===== src/hdl/bbp_pkg.sv =====
// Shared constants, register codes and the job record of the binomial blur pass.
`timescale 1ns / 1ps
`default_nettype none

package bbp_pkg;

  localparam int SAMPLE_W       = 8;
  localparam int SUM_W          = SAMPLE_W + 2;
  localparam int CFG_W          = 11;
  localparam int CFG_IDX_W      = 2;
  localparam int OUT_POS_W      = 10;
  localparam int DEF_MAX_WIDTH  = 1024;
  localparam int DEF_MAX_HEIGHT = 1024;
  localparam int JOB_FIFO_DEPTH = 4;

  localparam logic [CFG_W-1:0] CFG_DIM_RESET = CFG_W'(2);

  typedef enum logic [CFG_IDX_W-1:0] {
    REG_FRAME_WIDTH  = 2'd0,
    REG_FRAME_HEIGHT = 2'd1
  } cfg_reg_t;

  // One column job: a horizontal result plus what the vertical pass needs to know.
  typedef struct packed {
    logic                emit;         // row above exists, so results are produced
    logic                last_row;     // job belongs to the bottom row
    logic                row_one;      // vertical top neighbor is missing
    logic                pair_first;   // first of the two jobs of a last-column item
    logic                pair_second;  // second of the two jobs of a last-column item
    logic                last_job;     // final job of its item
    logic                frame_end;    // job of the bottom-right pixel
    logic [SAMPLE_W-1:0] hv;           // horizontal blur value
  } job_info_t;

endpackage

`default_nettype wire


===== src/hdl/bbp_front.sv =====
// Front part: configuration, input acceptance, horizontal pass and job generation.
`timescale 1ns / 1ps
`default_nettype none

module bbp_front
  import bbp_pkg::*;
#(
  parameter  int MAX_WIDTH  = DEF_MAX_WIDTH,
  parameter  int MAX_HEIGHT = DEF_MAX_HEIGHT,
  localparam int CW         = $clog2(MAX_WIDTH),
  localparam int RW         = $clog2(MAX_HEIGHT)
) (
  input  wire logic                 clk,
  input  wire logic                 rst_n,
  input  wire logic                 cfg_we,
  input  wire logic [CFG_IDX_W-1:0] cfg_index,
  input  wire logic [CFG_W-1:0]     cfg_data,
  input  wire logic                 in_valid,
  output logic                      in_ready,
  input  wire logic [SAMPLE_W-1:0]  in_sample,
  input  wire logic                 fifo_full,
  output logic                      push,
  output job_info_t                 push_info,
  output logic      [CW-1:0]        push_col,
  output logic      [RW-1:0]        push_row
);

  localparam int DW = (CW + 1 > CFG_W) ? CW + 1 : CFG_W;
  localparam int DH = (RW + 1 > CFG_W) ? RW + 1 : CFG_W;

  logic [CFG_W-1:0]    frame_width_r;
  logic [CFG_W-1:0]    frame_height_r;
  logic [SAMPLE_W-1:0] p1_r;
  logic [SAMPLE_W-1:0] p2_r;
  logic [CW-1:0]       col_r;
  logic [RW-1:0]       row_r;
  logic                pend_valid_r;
  job_info_t           pend_info_r;
  logic [CW-1:0]       pend_col_r;
  logic [RW-1:0]       pend_row_r;

  logic [DW-1:0]    w_ext, w_eff;
  logic [DH-1:0]    h_ext, h_eff;
  logic [CW-1:0]    w_last;
  logic [RW-1:0]    h_last;
  logic             last_col, last_row, accept;
  logic [SUM_W-1:0] sum_a, sum_b;
  job_info_t        info_a, info_b;

  // Out-of-range dimensions are clamped to the supported span.
  always_comb begin
    w_ext = DW'(frame_width_r);
    h_ext = DH'(frame_height_r);
    if (w_ext < DW'(2)) begin
      w_eff = DW'(2);
    end else if (w_ext > DW'(MAX_WIDTH)) begin
      w_eff = DW'(MAX_WIDTH);
    end else begin
      w_eff = w_ext;
    end
    if (h_ext < DH'(2)) begin
      h_eff = DH'(2);
    end else if (h_ext > DH'(MAX_HEIGHT)) begin
      h_eff = DH'(MAX_HEIGHT);
    end else begin
      h_eff = h_ext;
    end
    w_last = CW'(w_eff - DW'(1));
    h_last = RW'(h_eff - DH'(1));
  end

  assign last_col = (col_r == w_last);
  assign last_row = (row_r == h_last);
  assign in_ready = !pend_valid_r && !fifo_full;
  assign accept   = in_valid && in_ready;

  always_comb begin
    if (col_r == CW'(1)) begin
      sum_a = {1'b0, p1_r, 1'b0} + SUM_W'(in_sample);
    end else begin
      sum_a = SUM_W'(p2_r) + {1'b0, p1_r, 1'b0} + SUM_W'(in_sample);
    end
    sum_b = SUM_W'(p1_r) + {1'b0, in_sample, 1'b0};

    info_a.emit        = (row_r != '0);
    info_a.last_row    = last_row;
    info_a.row_one     = (row_r == RW'(1));
    info_a.pair_first  = last_col;
    info_a.pair_second = 1'b0;
    info_a.last_job    = !last_col;
    info_a.frame_end   = 1'b0;
    info_a.hv          = sum_a[SUM_W-1:2];

    info_b             = info_a;
    info_b.pair_first  = 1'b0;
    info_b.pair_second = 1'b1;
    info_b.last_job    = 1'b1;
    info_b.frame_end   = last_row;
    info_b.hv          = sum_b[SUM_W-1:2];
  end

  // The second job of a last-column item waits in the pending slot until the queue has room.
  always_comb begin
    if (pend_valid_r) begin
      push      = !fifo_full;
      push_info = pend_info_r;
      push_col  = pend_col_r;
      push_row  = pend_row_r;
    end else begin
      push      = accept && (col_r != '0);
      push_info = info_a;
      push_col  = CW'(col_r - CW'(1));
      push_row  = row_r;
    end
  end

  always_ff @(posedge clk) begin
    if (!rst_n) begin
      frame_width_r  <= CFG_DIM_RESET;
      frame_height_r <= CFG_DIM_RESET;
      p1_r           <= '0;
      p2_r           <= '0;
      col_r          <= '0;
      row_r          <= '0;
      pend_valid_r   <= 1'b0;
    end else if (cfg_we) begin
      case (cfg_index)
        REG_FRAME_WIDTH: begin
          frame_width_r <= cfg_data;
          col_r         <= '0;
          row_r         <= '0;
        end
        REG_FRAME_HEIGHT: begin
          frame_height_r <= cfg_data;
          col_r          <= '0;
          row_r          <= '0;
        end
        default: begin
        end
      endcase
    end else begin
      if (pend_valid_r && !fifo_full) begin
        pend_valid_r <= 1'b0;
      end
      if (accept) begin
        p2_r <= p1_r;
        p1_r <= in_sample;
        if (last_col) begin
          pend_valid_r <= 1'b1;
          col_r        <= '0;
          row_r        <= last_row ? '0 : row_r + RW'(1);
        end else begin
          col_r <= col_r + CW'(1);
        end
      end
    end
  end

  always_ff @(posedge clk) begin
    if (accept) begin
      pend_info_r <= info_b;
      pend_col_r  <= col_r;
      pend_row_r  <= row_r;
    end
  end

endmodule

`default_nettype wire


===== config.mk =====
export PLATFORM = sky130hd
export DESIGN_NAME = bbp_front
export DESIGN_NICKNAME = d
export VERILOG_FILES = /design/src/hdl/bbp_pkg.sv /design/src/hdl/bbp_front.sv
export SDC_FILE = /design/constraint.sdc
export NUM_CORES = 1
export LEC_CHECK = 0
export BUFFER_PORTS_ARGS = -buffer_cell sky130_fd_sc_hd__clkbuf_2
export CORE_MARGIN = 1
export CORE_UTILIZATION = 30
export CTS_CLUSTER_DIAMETER = 100
export CTS_CLUSTER_SIZE = 20
export DETAILED_ROUTE_END_ITERATION = 8
export HOLD_SLACK_MARGIN = 0.06
export SETUP_SLACK_MARGIN = 0.2
export SLEW_MARGIN = 20
export SYNTH_ARGS = -nofsm -noshare
export SYNTH_HDL_FRONTEND = slang
export SYNTH_SLANG_ARGS = --single-unit

===== constraint.sdc =====
create_clock -name clk -period 6 [get_ports clk]
set_input_delay 1.5 -clock clk [delete_from_list [all_inputs] [get_ports clk]]
set_output_delay 1.5 -clock clk [all_outputs]
set_load 0.02 [all_outputs]

==> flow_metrics.env <==
export IMPL_min_to="p2_r[4]"
export IMPL_routedWlPerCell_um=14.8
export IMPL_syn_cell_area_um2=6260
export IMPL_crit_path_end_kind="output port"
export IMPL_r2r_end="row_r[1]"
export IMPL_synth_top_area_share_pct=18.9
export IMPL_fin_tns_setup_ps=0
export IMPL_cp_required_ps=4500
export IMPL_grt_pass1_wl_mm=25.7
export IMPL_synth_seq_cells=90
export IMPL_crit_type="input pin to output port"
export IMPL_final_max_slew_viol_count=0
export IMPL_avgSynthCellArea_um2=8.42
export IMPL_timing_final_crit_share_pct=93.5
export IMPL_grt_ovfl_total=0
export IMPL_clock_path_buffers=2
export IMPL_hold_violations=0
export IMPL_cts_root_buf="clkbuf_16"
export IMPL_numCtsBuffers=9
export IMPL_skew_ps=6.44
export IMPL_timing_fmax_mhz=178
export IMPL_dieWidth_um=146
export IMPL_vias=5312
export IMPL_cts_sinks=90
export IMPL_final_setup_viol_count=0
export IMPL_wl_mm=15.6
export IMPL_synth_nets=809
export IMPL_hold_buffers=0
export IMPL_cp_arrival_ps=4110
export IMPL_crit_fanout=5
export IMPL_viasPerCell=5.02
export IMPL_cts_max_level=3
export IMPL_syn2layout_area_growth_pct=13.1
export IMPL_fin_nets=848
export IMPL_start_util_pct=30.8
export IMPL_vdd_drop_max_v=0.000120
export IMPL_io_pins=63
export IMPL_slew_headroom_pct=38.9
export IMPL_yosys_top_cells_area="dfxtp_1 (19%), edfxtp_1 (15%), nand2_1 (7.3%)"
export IMPL_cp_start_kind="input pin"
export IMPL_grt_setup_unrepaired="no"
export IMPL_portBuffers=62
export IMPL_synth_edf_count=31
export IMPL_yosysUniqueCellTypes=72
export IMPL_clkTransAtPathRegs_ps=70
export IMPL_hold_start="p2_r[4]"
export IMPL_crit_path_start="in_sample[2]"
export IMPL_ys_warn_count=0
export IMPL_seq_area_frac_synth_pct=33.7
export IMPL_grt_pass1_vias=4935
export IMPL_period_minus_slack_ps=5610
export IMPL_met2WireLength_mm=6.97
export IMPL_tightest_slew_ps=912
export IMPL_r2r_start="frame_height_r[2]"
export IMPL_synth_cells=744
export IMPL_drc=0
export IMPL_grt_start_max_net_pins=43
export IMPL_fin_util_pct=34.8
export IMPL_postRouteAntennaNets=0
export IMPL_synth_compound_area_share_pct=18.7
export IMPL_synthArstFlopShare_pct=0
export IMPL_drt_met1_wl_mm=7.86
export IMPL_cts_tree="built"
export IMPL_drt_initial_drc_count=342
export IMPL_dr_wl_met3_um=605
export IMPL_hp_class="flop to flop"
export IMPL_hold_depth=2
export IMPL_synth_fa_ha_area_share_pct=8.99
export IMPL_max_cap_violations=0
export IMPL_synth_top_family_by_area="simple AND/OR/NAND/NOR gates"
export IMPL_synth_top_cell_by_area="dfxtp_1"
export IMPL_row_count=52
export IMPL_fp_coreArea_um2=20400
export IMPL_maxUsedRoutingLayer="met4"
export IMPL_synth_xor_area_share_pct=5.59
export IMPL_dieArea_um2=21500
export IMPL_die_h_um=146
export IMPL_gp_congestion=0.797
export IMPL_synthSimpleGateAreaFrac_pct=25.9
export IMPL_r2r_setup_slack_ps=2050
export IMPL_antennaDiodeCount=0
export IMPL_hold_slack_ps=478
export IMPL_outcome="completed"
export IMPL_ys_flop_type="dfxtp_1"
export IMPL_antenna_found_initial=0
export IMPL_p_per_area_nw_per_um2=209
export IMPL_firstDrtPassIters=5
export IMPL_drive_gt1_share_pct=15.6
export IMPL_clkLatencyLatePin_ps=360
export IMPL_dp_hpwl_mm=11.7
export IMPL_track_usage_pct=15.2
export IMPL_r2r_cells=12
export IMPL_leakage_nw=2.67
export IMPL_synthMuxAreaShare_pct=1.70
repair_timing:
action                     4_1_cts  5_1_grt
setup buffers                    0        0
setup endpoints to repair        0        2
gates resized for setup          0        6
worst max-delay path, cell delays in order:
cell and delay (ps):
clkbuf_2 140, fa_1 570, inv_1 60, fa_1 450, nor2b_1 150, o21ai_0 120
a21boi_1 200, o21ai_1 100, a21boi_1 170, o21a_1 170, a31oi_2 40, mux2_2 280
clkbuf_2 150
worst max-delay path by stage:
stage	to	slack (ps)	cells after the start
finish	push_info[5]	390	13
global route	push_info[7]	220	13
CTS	push_info[7]	210	13
detailed placement	push_info[7]	220	13
global placement	push_info[7]	270	13
floorplan	push_info[7]	450	11
through the flow:
step	worst slack, ps	total power [W]	instance area [um2]	cells
after floorplan	453	0.000830	6260	744
after global placement	269	0.000892	6770	1042
after detailed placement	220	0.000895	6770	1042
after CTS	207	0.00150	7080	1058
after global routing	218	0.00155	7090	1058
final	387	0.00148	7090	1058
kinds of logic (layout without fill, tap and decap cells):
| family | count (synthesis) | after routing |
|---|---|---|
| AND/OR/NAND/NOR | 308 | 308 |
| AO/OA/AOI/OAI | 176 | 176 |
| flip-flops | 90 | 90 |
| buffers and inverters | 81 | 125 |
| XOR/XNOR | 40 | 40 |
| adder cells (fa/ha/maj) | 39 | 39 |
| multiplexers | 10 | 10 |
cells in the mapped netlist, types with 3 or more instances:
master      n
inv_1      44
or3_1       4
nor2_1     39
edfxtp_1   31
buf_6       3
nand2b_1   12
or2_2       9
clkbuf_1   29
a21o_1      7
a21boi_0   33
o21ai_0    47
a211oi_1    8
nor4_1      5
and2_1      5
nand3_1    27
dfxtp_1    59
and3_1      5
a31oi_1     8
nor4b_1     4
or4_1       3
and4_1      4
xnor2_1    29
a21oi_1    41
nor3_1     18
nand3b_1    5
nand2_1   121
ha_1       29
mux2_2      5
o22ai_2     7
nor2b_1    16
xor2_1     11
o22ai_1     3
mux2i_1     5
nand4b_1    4
nand4_1     4
fa_1       10
nor3b_1     3
layer usage:
| layer | vias to the layer above | GRT usage (%) |
|---|---|---|
| met2 | 102 | 23.6 |
| li1 | 2683 | - |
| met1 | 2514 | 20.9 |
| met4 | 0 | 3.59 |
| met3 | 13 | 3.88 |
| met5 | - | 0 |
flip-flops by register name, indices dropped and copies added, names as in the netlist:
signal and flops:
col_r 10, frame_height_r 11, frame_width_r 11, p1_r 8, p2_r 8, pend_col_r 10, pend_info_r 11, pend_row_r 10
pend_valid_r 1, row_r 10
final cells by class:
type | count | area, um2
fill | 2168 | 13300
multi-input combinational | 573 | 3830
sequential | 90 | 2110
tap | 270 | 338
timing repair buffer | 65 | 333
clock buffer | 9 | 225
inverter | 44 | 165
clock inverter | 7 | 85.1
layout by cell type (no fill, tap or decap), types with 9 or more instances in the layout:
cell	synthesis	routed
nand2_1	121	121
clkbuf_2	0	61
dfxtp_1	59	58
o21ai_0	47	46
inv_1	44	44
a21oi_1	41	41
nor2_1	39	39
a21boi_0	33	31
edfxtp_1	31	31
xnor2_1	29	29
ha_1	29	29
nand3_1	27	27
nor3_1	18	18
nor2b_1	16	16
nand2b_1	12	12
xor2_1	11	11
fa_1	10	10
or2_2	9	9
clkbuf_16	0	9
where the power goes:
group / switching [W] / internal, W
logic: 0.000131 / 0.0000870
clock network: 0.000267 / 0.000332
registers: 0.0000179 / 0.000646
total: 0.000416 / 0.00106
No activity file was read; power rests on OpenSTA's default activity.
