`src/hdl/bbp_pkg.sv`:
```
// Shared constants, register codes and the job record of the binomial blur pass.
`timescale 1ns / 1ps
`default_nettype none

package bbp_pkg;

  localparam int SAMPLE_W       = 8;
  localparam int SUM_W          = SAMPLE_W + 2;
  localparam int CFG_W          = 11;
  localparam int CFG_IDX_W      = 2;
  localparam int OUT_POS_W      = 10;
  localparam int DEF_MAX_WIDTH  = 1024;
  localparam int DEF_MAX_HEIGHT = 1024;
  localparam int JOB_FIFO_DEPTH = 4;

  localparam logic [CFG_W-1:0] CFG_DIM_RESET = CFG_W'(2);

  typedef enum logic [CFG_IDX_W-1:0] {
    REG_FRAME_WIDTH  = 2'd0,
    REG_FRAME_HEIGHT = 2'd1
  } cfg_reg_t;

  // One column job: a horizontal result plus what the vertical pass needs to know.
  typedef struct packed {
    logic                emit;         // row above exists, so results are produced
    logic                last_row;     // job belongs to the bottom row
    logic                row_one;      // vertical top neighbor is missing
    logic                pair_first;   // first of the two jobs of a last-column item
    logic                pair_second;  // second of the two jobs of a last-column item
    logic                last_job;     // final job of its item
    logic                frame_end;    // job of the bottom-right pixel
    logic [SAMPLE_W-1:0] hv;           // horizontal blur value
  } job_info_t;

endpackage

`default_nettype wire

```
`src/hdl/bbp_job_fifo.sv`:
```
// Small register FIFO that carries column jobs from the front to the back.
`timescale 1ns / 1ps
`default_nettype none

module bbp_job_fifo
  import bbp_pkg::*;
#(
  parameter int DATA_W = 8
) (
  input  wire logic              clk,
  input  wire logic              rst_n,
  input  wire logic              push,
  input  wire logic [DATA_W-1:0] push_data,
  input  wire logic              pop,
  output logic      [DATA_W-1:0] head_data,
  output logic                   full,
  output logic                   empty
);

  localparam int PW = $clog2(JOB_FIFO_DEPTH);
  localparam int NW = $clog2(JOB_FIFO_DEPTH + 1);

  logic [DATA_W-1:0] slot_r [JOB_FIFO_DEPTH];
  logic [PW-1:0]     wr_ptr_r;
  logic [PW-1:0]     rd_ptr_r;
  logic [NW-1:0]     count_r;

  assign full      = (count_r == NW'(JOB_FIFO_DEPTH));
  assign empty     = (count_r == '0);
  assign head_data = slot_r[rd_ptr_r];

  always_ff @(posedge clk) begin
    if (!rst_n) begin
      wr_ptr_r <= '0;
      rd_ptr_r <= '0;
      count_r  <= '0;
    end else begin
      if (push) begin
        wr_ptr_r <= wr_ptr_r + PW'(1);
      end
      if (pop) begin
        rd_ptr_r <= rd_ptr_r + PW'(1);
      end
      if (push && !pop) begin
        count_r <= count_r + NW'(1);
      end else if (pop && !push) begin
        count_r <= count_r - NW'(1);
      end
    end
  end

  always_ff @(posedge clk) begin
    if (push) begin
      slot_r[wr_ptr_r] <= push_data;
    end
  end

endmodule

`default_nettype wire

```
`config.mk`:
```
export PLATFORM = sky130hd
export DESIGN_NAME = bbp_job_fifo
export DESIGN_NICKNAME = d
export VERILOG_FILES = /design/src/hdl/bbp_pkg.sv /design/src/hdl/bbp_job_fifo.sv
export SDC_FILE = /design/constraint.sdc
export NUM_CORES = 1
export LEC_CHECK = 0
export BUFFER_PORTS_ARGS = -buffer_cell sky130_fd_sc_hd__buf_2
export CORE_ASPECT_RATIO = 1.75
export CORE_UTILIZATION = 35
export DETAILED_ROUTE_END_ITERATION = 8
export GPL_ROUTABILITY_DRIVEN = 0
export SETUP_SLACK_MARGIN = 0.4
export SLEW_MARGIN = 20
export SYNTH_ARGS = -nofsm -noshare
export SYNTH_HDL_FRONTEND = slang
export SYNTH_SLANG_ARGS = --single-unit
export TNS_END_PERCENT = 10
```
`constraint.sdc`:
```
create_clock -name clk -period 1.6 [get_ports clk]
set_clock_uncertainty 0.1 [all_clocks]
set_input_delay 0.24 -clock clk [delete_from_list [all_inputs] [get_ports clk]]
set_output_delay 0.24 -clock clk [all_outputs]
set_load 0.01 [all_outputs]
```
==> results.json, run 1 <==
{
  "vias": 834,
  "htree_levels": 2,
  "leakage_nw": 0.763,
  "grt_max_degree": 13,
  "grt_pass1_wl_um": 4640,
  "slew-limit-headroom_pct": 86.3,
  "comb_power_share_pct": 15.8,
  "ys_ff_latch": 41,
  "setup_violations": 8,
  "globalRouteOverflowTotal": 0,
  "clock_tree.root_cell": "clkbuf_8",
  "pin_count": 22,
  "synth.avg_cell_area_um2": 18.9,
  "ir_drop_uv": 620,
  "drv_cap": 0,
  "path_class": "reg2out",
  "yosysWarningCount": 0,
  "crit_fanout": 8,
  "worst_setup_path_end_kind": "primary output",
  "fin_crit_ns": 1.76,
  "p_sw_share_pct": 24.2,
  "wirelength_um": 2900,
  "synthDistinctLibCells": 19,
  "num_rows": 32,
  "syn_nets": 103,
  "drive_gt1_share_pct": 57.3,
  "fin_crit_sh_pct": 110,
  "antenna_found_initial": 0,
  "pre_cts_ws_ns": -0.150,
  "mostFrequentLayoutCells": "edfxtp_1 (32), buf_2 (17), buf_6 (11)",
  "syn_inst": 85,
  "rsz0062_at_grt": "true",
  "outcome": "complete, but fails checks",
  "cp_slowest_cell": "mux4_2",
  "maxSlewViolCount": 0,
  "drcViolationCount": 0,
  "area_delta_synth_final_pct": 31.4,
  "slowest_delay_ns": 0.54,
  "via_per_inst": 4.77,
  "postCtsSetupRepairBufs": 0,
  "cts_tree": "done",
  "final_common_cell": "edfxtp_1",
  "p_int_w": 0.00173,
  "whs_ns": 0.0667,
  "synthFlopType": "edfxtp_1",
  "timing.final.ws_setup_ns": -0.159,
  "p_total_w": 0.00228,
  "io_buffers": 21,
  "cts_buffer_depth": 2,
  "track_usage_pct": 14.1,
  "die_w_um": 53.2,
  "antenna_cells": 0,
  "worstPathArrival_ns": 1.42,
  "core_area_um2": 4400,
  "cts.sinks": 41,
  "clk_pin_slew_ns": 0.08,
  "clkPwrFrac_pct": 28.1,
  "worst_pin_slew_ns": 0.204,
  "p_seq_share_pct": 56.1,
  "async_flop_share_pct": 0,
  "hold_path.class": "in2reg",
  "violations": "negative setup slack",
  "start_util_pct": 36.4,
  "die_h_um": 91.5,
  "cp-start-kind": "register",
  "synth_edf_count": 32,
  "power_per_cell_area_nw_per_um2": 1080,
  "path_cells": "mux4_2 > buf_6",
  "cp.required_ns": 1.26,
  "setup_tns_ns": -1.22,
  "clk_latency_ns": 0.29,
  "first_pass_iters": 3,
  "hold_viol": 0,
  "die-area_um2": 4860,
  "power_switching_w": 0.000552,
  "seq_area_frac_synth_pct": 71.2,
  "antenna_left": 0,
  "num-nets-final": 141,
  "dpl.hpwl_um": 2000,
  "drt_iter0_drc": 22,
  "syn_area_um2": 1600,
  "grt_pass1_vias": 966,
  "numCtsBuffers": 5,
  "wl_per_cell_um": 16.5,
  "max_freq_mhz": 568
}
## sequential cells by signal, indices dropped and copies added (netlist names), named ones only
name      cells
count_r       3
rd_ptr_r      2
slot_r       32
wr_ptr_r      2
## final timing paths
check        slack [ns]                 endpoint  cells past startpoint               startpoint
max               -0.16             head_data[3]                      2                 register
min                0.07   slot_r[0][4]$_DFFE_PP_                      1             push_data[4]
max reg2reg        0.07  count_r[2]$_SDFFE_PN0P_                      4  count_r[0]$_SDFFE_PN0P_
min reg2reg        0.43  count_r[2]$_SDFFE_PN0P_                      2  count_r[2]$_SDFFE_PN0P_
## metrics by stage
step	instance area (um^2)	std cells	utilization [%]
finish	2110	175	47.8
global placement	1870	167	42.6
floorplan	1630	85	-
detailed placement	1870	167	42.6
global route	2110	175	47.8
CTS	2090	175	47.4
## worst max-delay path, delay by kind of cell (launching register included)
family	cells	cell delay [ns]
multiplexers	1	0.54
buffers and inverters	1	0.14
flip-flops	1	0.45
## Yosys cell counts (all sizes together), types with 2 or more instances
cell	instances	area [um^2]
and2	9	56.3
dfxtp	9	180
edfxtp	32	961
ha	5	62.6
inv	4	15.0
mux2i	2	20.0
mux4	8	180
nor2b	2	12.5
xnor2	2	17.5
xor2	3	26.3
## final cells by class
| type | count | area, um^2 |
|---|---|---|
| clock buffers | 6 | 72.6 |
| well taps | 51 | 63.8 |
| clock inverters | 2 | 10.0 |
| inverters | 4 | 32.5 |
| flip-flops and latches | 41 | 1160 |
| multi-input cells | 38 | 519 |
| repair buffers | 33 | 246 |
| fillers | 389 | 2300 |
## layer usage
metal | up-vias | part of all wire (%) | global-route usage [%]
li1 | 391 | - | -
met5 | - | 0 | 0
met4 | 0 | 2.1 | 6.58
met3 | 7 | 3.5 | 4.02
met1 | 414 | 33 | 12.6
met2 | 22 | 61 | 26.6
## power by group through the flow
stage | sequential, W | clock [W] | combinational [W]
2_1_floorplan | 0.00126 | 0 | 0.000195
3_3_place_gp | 0.00128 | 0 | 0.000290
3_5_place_dp | 0.00129 | 0 | 0.000307
4_1_cts | 0.00128 | 0.000652 | 0.000351
5_1_grt | 0.00129 | 0.000689 | 0.000395
6_report | 0.00128 | 0.000642 | 0.000361
## kinds of logic after synthesis
kind of cell	synth area share [%]
AOI/OAI and AO/OA	0.781
xor gates and xnor gates	2.73
adders and majority gates	5.15
buffers and inverters	1.95
DFF	71.2
muxes	12.5
and+or+nand+nor	5.70
## what timing repair did
item,4_1_cts,5_1_grt
pin swaps,11,5
setup endpoints to repair,44,32
resized for setup,39,3
hold buffers,0,0
gates cloned,0,0
(Power assumes the default switching activity.)
==> run 2: changes to the inputs <==
--- a/config.mk
+++ b/config.mk
@@ -5,7 +5,9 @@
 export SDC_FILE = /design/constraint.sdc
 export NUM_CORES = 1
 export LEC_CHECK = 0
+export ABC_AREA = 1
 export BUFFER_PORTS_ARGS = -buffer_cell sky130_fd_sc_hd__buf_2
+export CAP_MARGIN = 20
 export CORE_ASPECT_RATIO = 1.75
 export CORE_UTILIZATION = 35
 export DETAILED_ROUTE_END_ITERATION = 8
==> run 2 against run 1 <==
Net effect: the flow now finishes without violations; clock power is 8.4% higher; register-to-register slack improved by 0.24 ns; worst setup slack gained 0.21 ns; first-iteration DRC count decreased by 27%; synthesized area rose by 2.3%; via count increased by 29%; combinational power is 8.9% lower; critical path depth is 2 higher; global-route usage is essentially flat; cell count increased by 24%; maximum frequency is 14% higher; utilization is 0.58 points higher; largest power group unchanged.
==> results.json, run 2 <==
{
  "setup_violations": 0,
  "io_buffers": 21,
  "largest_reg_flops": 32,
  "htree_levels": 2,
  "die_w_um": 53.7,
  "cts_tree": "done",
  "largest-register": "slot_r",
  "synth.most_common_cell": "edfxtp_1",
  "clock_tree.root_cell": "clkbuf_8",
  "via_per_inst": 4.96,
  "rsz0062_at_grt": "true",
  "ir_drop_uv": 808,
  "numCtsBuffers": 5,
  "first_pass_iters": 4,
  "path_cells": "buf_6 > o21ai_1 > o22ai_1 > buf_2",
  "die_h_um": 92.5,
  "rr_startpoint": "wr_ptr_r[1]$_SDFFE_PN0P_",
  "whs_path_depth": 1,
  "dr_wl_met3_um": 100,
  "clk_pin_slew_ns": 0.08,
  "crit_fanout": 8,
  "grt_max_degree": 17,
  "clk_latency_ns": 0.29,
  "path_class": "reg2out",
  "track_usage_pct": 14.0,
  "synthFlopType": "edfxtp_1",
  "fin_crit_ns": 1.55,
  "worst-path-stages": 4,
  "power_per_cell_area_nw_per_um2": 1060,
  "antenna_left": 0,
  "die-area_um2": 4970,
  "drt_iter0_drc": 16,
  "wl_met2_um": 1830,
  "seq_area_frac_synth_pct": 69.6,
  "drv_cap": 0,
  "hold_path.class": "in2reg",
  "globalRouteOverflowTotal": 0,
  "cp-start-kind": "register",
  "path_delay_family": "flip-flops",
  "core_area_um2": 4440,
  "yosysWarningCount": 0,
  "slew-limit-headroom_pct": 85.5,
  "synth.avg_cell_area_um2": 12.2,
  "synth_area_leaders": "edfxtp_1 (59%), dfxtp_1 (11%), o21ai_0 (5.5%)",
  "worst_pin_slew_ns": 0.215,
  "reg2reg_depth": 4,
  "synth_edf_count": 32,
  "maxSlewViolCount": 0,
  "cp_slowest_cell": "dfxtp_4",
  "num_rows": 32,
  "antenna_cells": 0,
  "worstPathArrival_ns": 1.21,
  "synth_top_area_share_pct": 58.6,
  "start_util_pct": 36.9,
  "p_total_w": 0.00228,
  "whs_ns": 0.0656,
  "drcViolationCount": 0,
  "crit_buf_inv": 2,
  "area_delta_synth_final_pct": 31.2,
  "wl_per_cell_um": 14.4,
  "synthDistinctLibCells": 18,
  "slowest_delay_ns": 0.39,
  "wirelength_um": 3130,
  "num-nets-final": 183,
  "wl_met1_um": 1150,
  "max_freq_mhz": 646,
  "pin_count": 22,
  "cts_buffer_depth": 2,
  "synth.largest_area_cell": "edfxtp_1",
  "antenna_found_initial": 0,
  "highest_layer": "met4",
  "outcome": "finished, final reports clean",
  "syn_inst": 134,
  "hold_viol": 0,
  "grt_pass1_wl_um": 4910,
  "final_common_cell": "edfxtp_1",
  "vias": 1076,
  "syn_nets": 152,
  "dpl.hpwl_um": 2130,
  "mostFrequentLayoutCells": "edfxtp_1 (32), buf_2 (20), nor2_1 (18)",
  "leakage_nw": 0.786,
  "fin_crit_sh_pct": 96.8,
  "top_regs": "slot_r x32, count_r x3",
  "holdCritStartpoint": "push_data[3]",
  "syn_area_um2": 1640,
  "dp.cells": 207,
  "ys_ff_latch": 41,
  "grt_pass1_vias": 1118,
  "stdcell_count": 217,
  "drive_gt1_share_pct": 48.8,
  "cp.required_ns": 1.26,
  "cts.sinks": 41,
  "synthTopCellsByCount": "edfxtp_1 (32), nor2_1 (18), o21ai_0 (18), inv_1 (16)",
  "async_flop_share_pct": 0,
  "worst_setup_path_end_kind": "primary output"
}
==> run 2: worst register-to-register path: stages (launching register included) <==
cell and delay [ns]:
dfxtp_4 0.41, inv_6 0.06, ha_4 0.16, nand2_4 0.07, clkinvlp_4 0.21
==> run 2: per-stage QoR <==
step	util, %	TNS, ns	setup WS (ns)	area [um^2]
6_report	48.4	0	0.0519	2150
3_5_place_dp	41.3	0	0.0888	1840
3_3_place_gp	41.3	0	0.140	1840
2_1_floorplan	-	0	0.349	1670
4_1_cts	44.3	0	0.0458	1970
5_1_grt	48.4	-0.0105	-0.00556	2150
==> run 2: cell families (layout without fill, tap and decap cells) <==
| group | after synthesis | after routing | share of synthesized area (%) |
|---|---|---|---|
| flops | 41 | 41 | 69.6 |
| compound gates | 34 | 34 | 11.5 |
| simple gates | 34 | 34 | 8.63 |
| buf+inv | 19 | 51 | 5.27 |
| fa+ha+maj | 6 | 6 | 5.04 |
==> run 2: power by group <==
group          leakage (nW)  internal [W]  switching, W
Clock                0.0512      0.000349      0.000347
Sequential            0.373       0.00121     0.0000440
Combinational         0.362      0.000141      0.000189
==> run 2: metal layers <==
| metal | track usage, % | vias to the layer above |
|---|---|---|
| met2 | 25.3 | 24 |
| li1 | - | 533 |
| met5 | 0 | - |
| met3 | 3.45 | 4 |
| met4 | 7.24 | 0 |
| met1 | 13.7 | 515 |
==> run 2: layout make-up <==
type / count / area [um^2]
Multi-Input combinational cell: 74 / 554
Timing Repair Buffer: 26 / 160
Inverter: 17 / 109
Clock inverter: 2 / 13.8
Clock buffer: 6 / 82.6
Fill cell: 382 / 2290
Tap cell: 51 / 63.8
Sequential cell: 41 / 1170
==> run 2: final timing paths <==
path                       endpoint  slack (ns)
max                    head_data[6]        0.05
min          slot_r[0][3]$_DFFE_PP_        0.07
max reg2reg  slot_r[0][0]$_DFFE_PP_        0.31
min reg2reg                register        0.35
==> run 2: repair_timing <==
action                                  CTS  global route
gates resized for setup                  18            51
buffers inserted                          1             1
pin swaps                                 3            22
hold buffers                              0             0
endpoints found under the setup margin   44            45
==> run 3: changes to the inputs <==
--- a/config.mk
+++ b/config.mk
@@ -5,7 +5,6 @@
 export SDC_FILE = /design/constraint.sdc
 export NUM_CORES = 1
 export LEC_CHECK = 0
-export ABC_AREA = 1
 export BUFFER_PORTS_ARGS = -buffer_cell sky130_fd_sc_hd__buf_2
 export CAP_MARGIN = 20
 export CORE_ASPECT_RATIO = 1.75
==> constraint.sdc (replaced) <==
create_clock -name clk -period 1.9 [get_ports clk]
set_clock_uncertainty 0.1 [all_clocks]
set_input_delay 0.285 -clock clk [delete_from_list [all_inputs] [get_ports clk]]
set_output_delay 0.285 -clock clk [all_outputs]
set_load 0.01 [all_outputs]
==> run 3 against run 2 <==
Net effect: global-route usage is 1.5 points lower; first-iteration DRC count is 31% higher; count of clock-buffer cells in the layout fell by 1; die area decreased by 2.1%; sequential share of layout area is 4.8 points higher; worst setup slack improved by 0.052 ns; combinational power fell by 22%; routed wire length fell by 19%; register-to-register slack better by 0.04 ns; power is 14% lower; highest routed layer unchanged; cell area shrank 10%.
==> results.json, run 3 (synthesized netlist as in run 1, its figures left out) <==
{
  "reg2reg_to": "count_r[2]$_SDFFE_PN0P_",
  "vias": 762,
  "drcViolationCount": 0,
  "final_common_cell": "edfxtp_1",
  "regToRegSetupSlack_ns": 0.35,
  "reg2reg_depth": 4,
  "die-area_um2": 4860,
  "globalRouteOverflowTotal": 0,
  "num_rows": 32,
  "crit_fanout": 8,
  "die_w_um": 53.2,
  "hold_path.class": "in2reg",
  "rsz0062_at_grt": "true",
  "clock_tree.root_cell": "clkbuf_8",
  "io_buffers": 21,
  "setup_violations": 0,
  "max_freq_mhz": 557,
  "cts_buffer_depth": 2,
  "pin_count": 22,
  "outcome": "finished, final reports clean",
  "whs_path_depth": 1,
  "cts.sinks": 41,
  "antenna_cells": 0,
  "ir_drop_uv": 574,
  "largest_reg_flops": 32,
  "wirelength_um": 2530,
  "first_pass_iters": 3,
  "num-nets-final": 130,
  "grt_max_degree": 13,
  "antenna_left": 0,
  "holdCritStartpoint": "push_data[3]",
  "maxSlewViolCount": 0,
  "drive_gt1_share_pct": 38.4,
  "area_delta_synth_final_pct": 20.7,
  "fin_crit_ns": 1.80,
  "whs_ns": 0.115,
  "htree_levels": 2,
  "worstPathArrival_ns": 1.41,
  "rr_startpoint": "count_r[0]$_SDFFE_PN0P_",
  "grt-busiest-layer": "met2",
  "grt_pass1_vias": 894,
  "top_regs": "slot_r x32, count_r x3",
  "met2_usage_pct": 22.4,
  "mostFrequentLayoutCells": "edfxtp_1 (32), buf_2 (17), and2_1 (9)",
  "numCtsBuffers": 5,
  "grt_pass1_wl_um": 4190,
  "path_class": "reg2out",
  "fin_crit_sh_pct": 94.5,
  "dpl.hpwl_um": 1790,
  "hold_viol": 0,
  "worst_pin_slew_ns": 0.464,
  "power_per_cell_area_nw_per_um2": 1020,
  "drt_iter0_drc": 21,
  "track_usage_pct": 12.5,
  "postCtsSetupRepairBufs": 0,
  "leakage_nw": 0.697,
  "setup_tns_ns": 0,
  "antenna_found_initial": 0,
  "pre_cts_ws_ns": 0.0792,
  "slew-limit-headroom_pct": 69.1,
  "clk_pin_slew_ns": 0.07,
  "grt_util_met1_pct": 12.4,
  "drv_cap": 0,
  "die_h_um": 91.5,
  "core_area_um2": 4400,
  "start_util_pct": 36.4,
  "cts_tree": "done",
  "cp.required_ns": 1.51,
  "worst_setup_path_end_kind": "primary output",
  "timing.final.ws_setup_ns": 0.104,
  "hold_path_end": "slot_r[1][3]$_DFFE_PP_",
  "cp-start-kind": "register",
  "clk_latency_ns": 0.28,
  "ctsHoldBuffers": 0,
  "via_per_inst": 4.67,
  "grt_use_met3_pct": 4.19,
  "wl_per_cell_um": 15.5,
  "largest-register": "slot_r"
}
[run 3: how the worst max path moves through the flow]
stage	start	endpoint	slack, ns	depth (start not counted)
finish	register	head_data[0]	0.10	3
global route	register	head_data[0]	0.05	3
CTS	register	head_data[1]	0.09	3
detailed placement	pop	count_r[2]$_SDFFE_PN0P_	0.08	8
global placement	pop	count_r[2]$_SDFFE_PN0P_	0.13	8
floorplan	pop	count_r[2]$_SDFFE_PN0P_	0.34	7
[run 3: layout make-up]
cell class	instances	area, um^2
clock buffers	5	68.8
clock inverters	2	35.0
fillers	409	2470
inverters	4	27.5
multi-input cells	38	445
flip-flops and latches	41	1140
well taps	51	63.8
repair buffers	22	150
[run 3: worst max-delay path: stages (launching register included)]
cell and delay (ns):
dfxtp_2 0.34, buf_12 0.14, mux4_2 0.51, buf_6 0.14
[run 3: timing repair]
action / in CTS / in global routing
endpoints found under the setup margin: 9 / 33
gates resized for setup: 6 / 3
cloned: 0 / 0
pin swaps: 0 / 0
[run 3: per-layer routing]
metal / vias to the layer above / part of all wire (%) / wire [um]
met4: 0 / 1.4 / 36
met2: 22 / 57 / 1450
met1: 369 / 37 / 929
met5: - / 0 / 0
met3: 4 / 4.7 / 118
li1: 367 / - / -
[run 3: per-stage QoR]
step                      util (%)  instances  cell area, um^2  power (W)
after floorplan                  -         85             1630    0.00123
after global placement        40.7        156             1790    0.00131
after detailed placement      40.7        156             1790    0.00132
after CTS                     43.5        163             1920    0.00199
after global routing          43.9        163             1930    0.00206
final                         43.9        163             1930    0.00196
[run 3: power by group]
group          switching (W)  internal, W  leakage (nW)
registers          0.0000352      0.00103         0.369
logic               0.000115     0.000143         0.274
clock network       0.000265     0.000381        0.0540
total               0.000415      0.00155         0.697
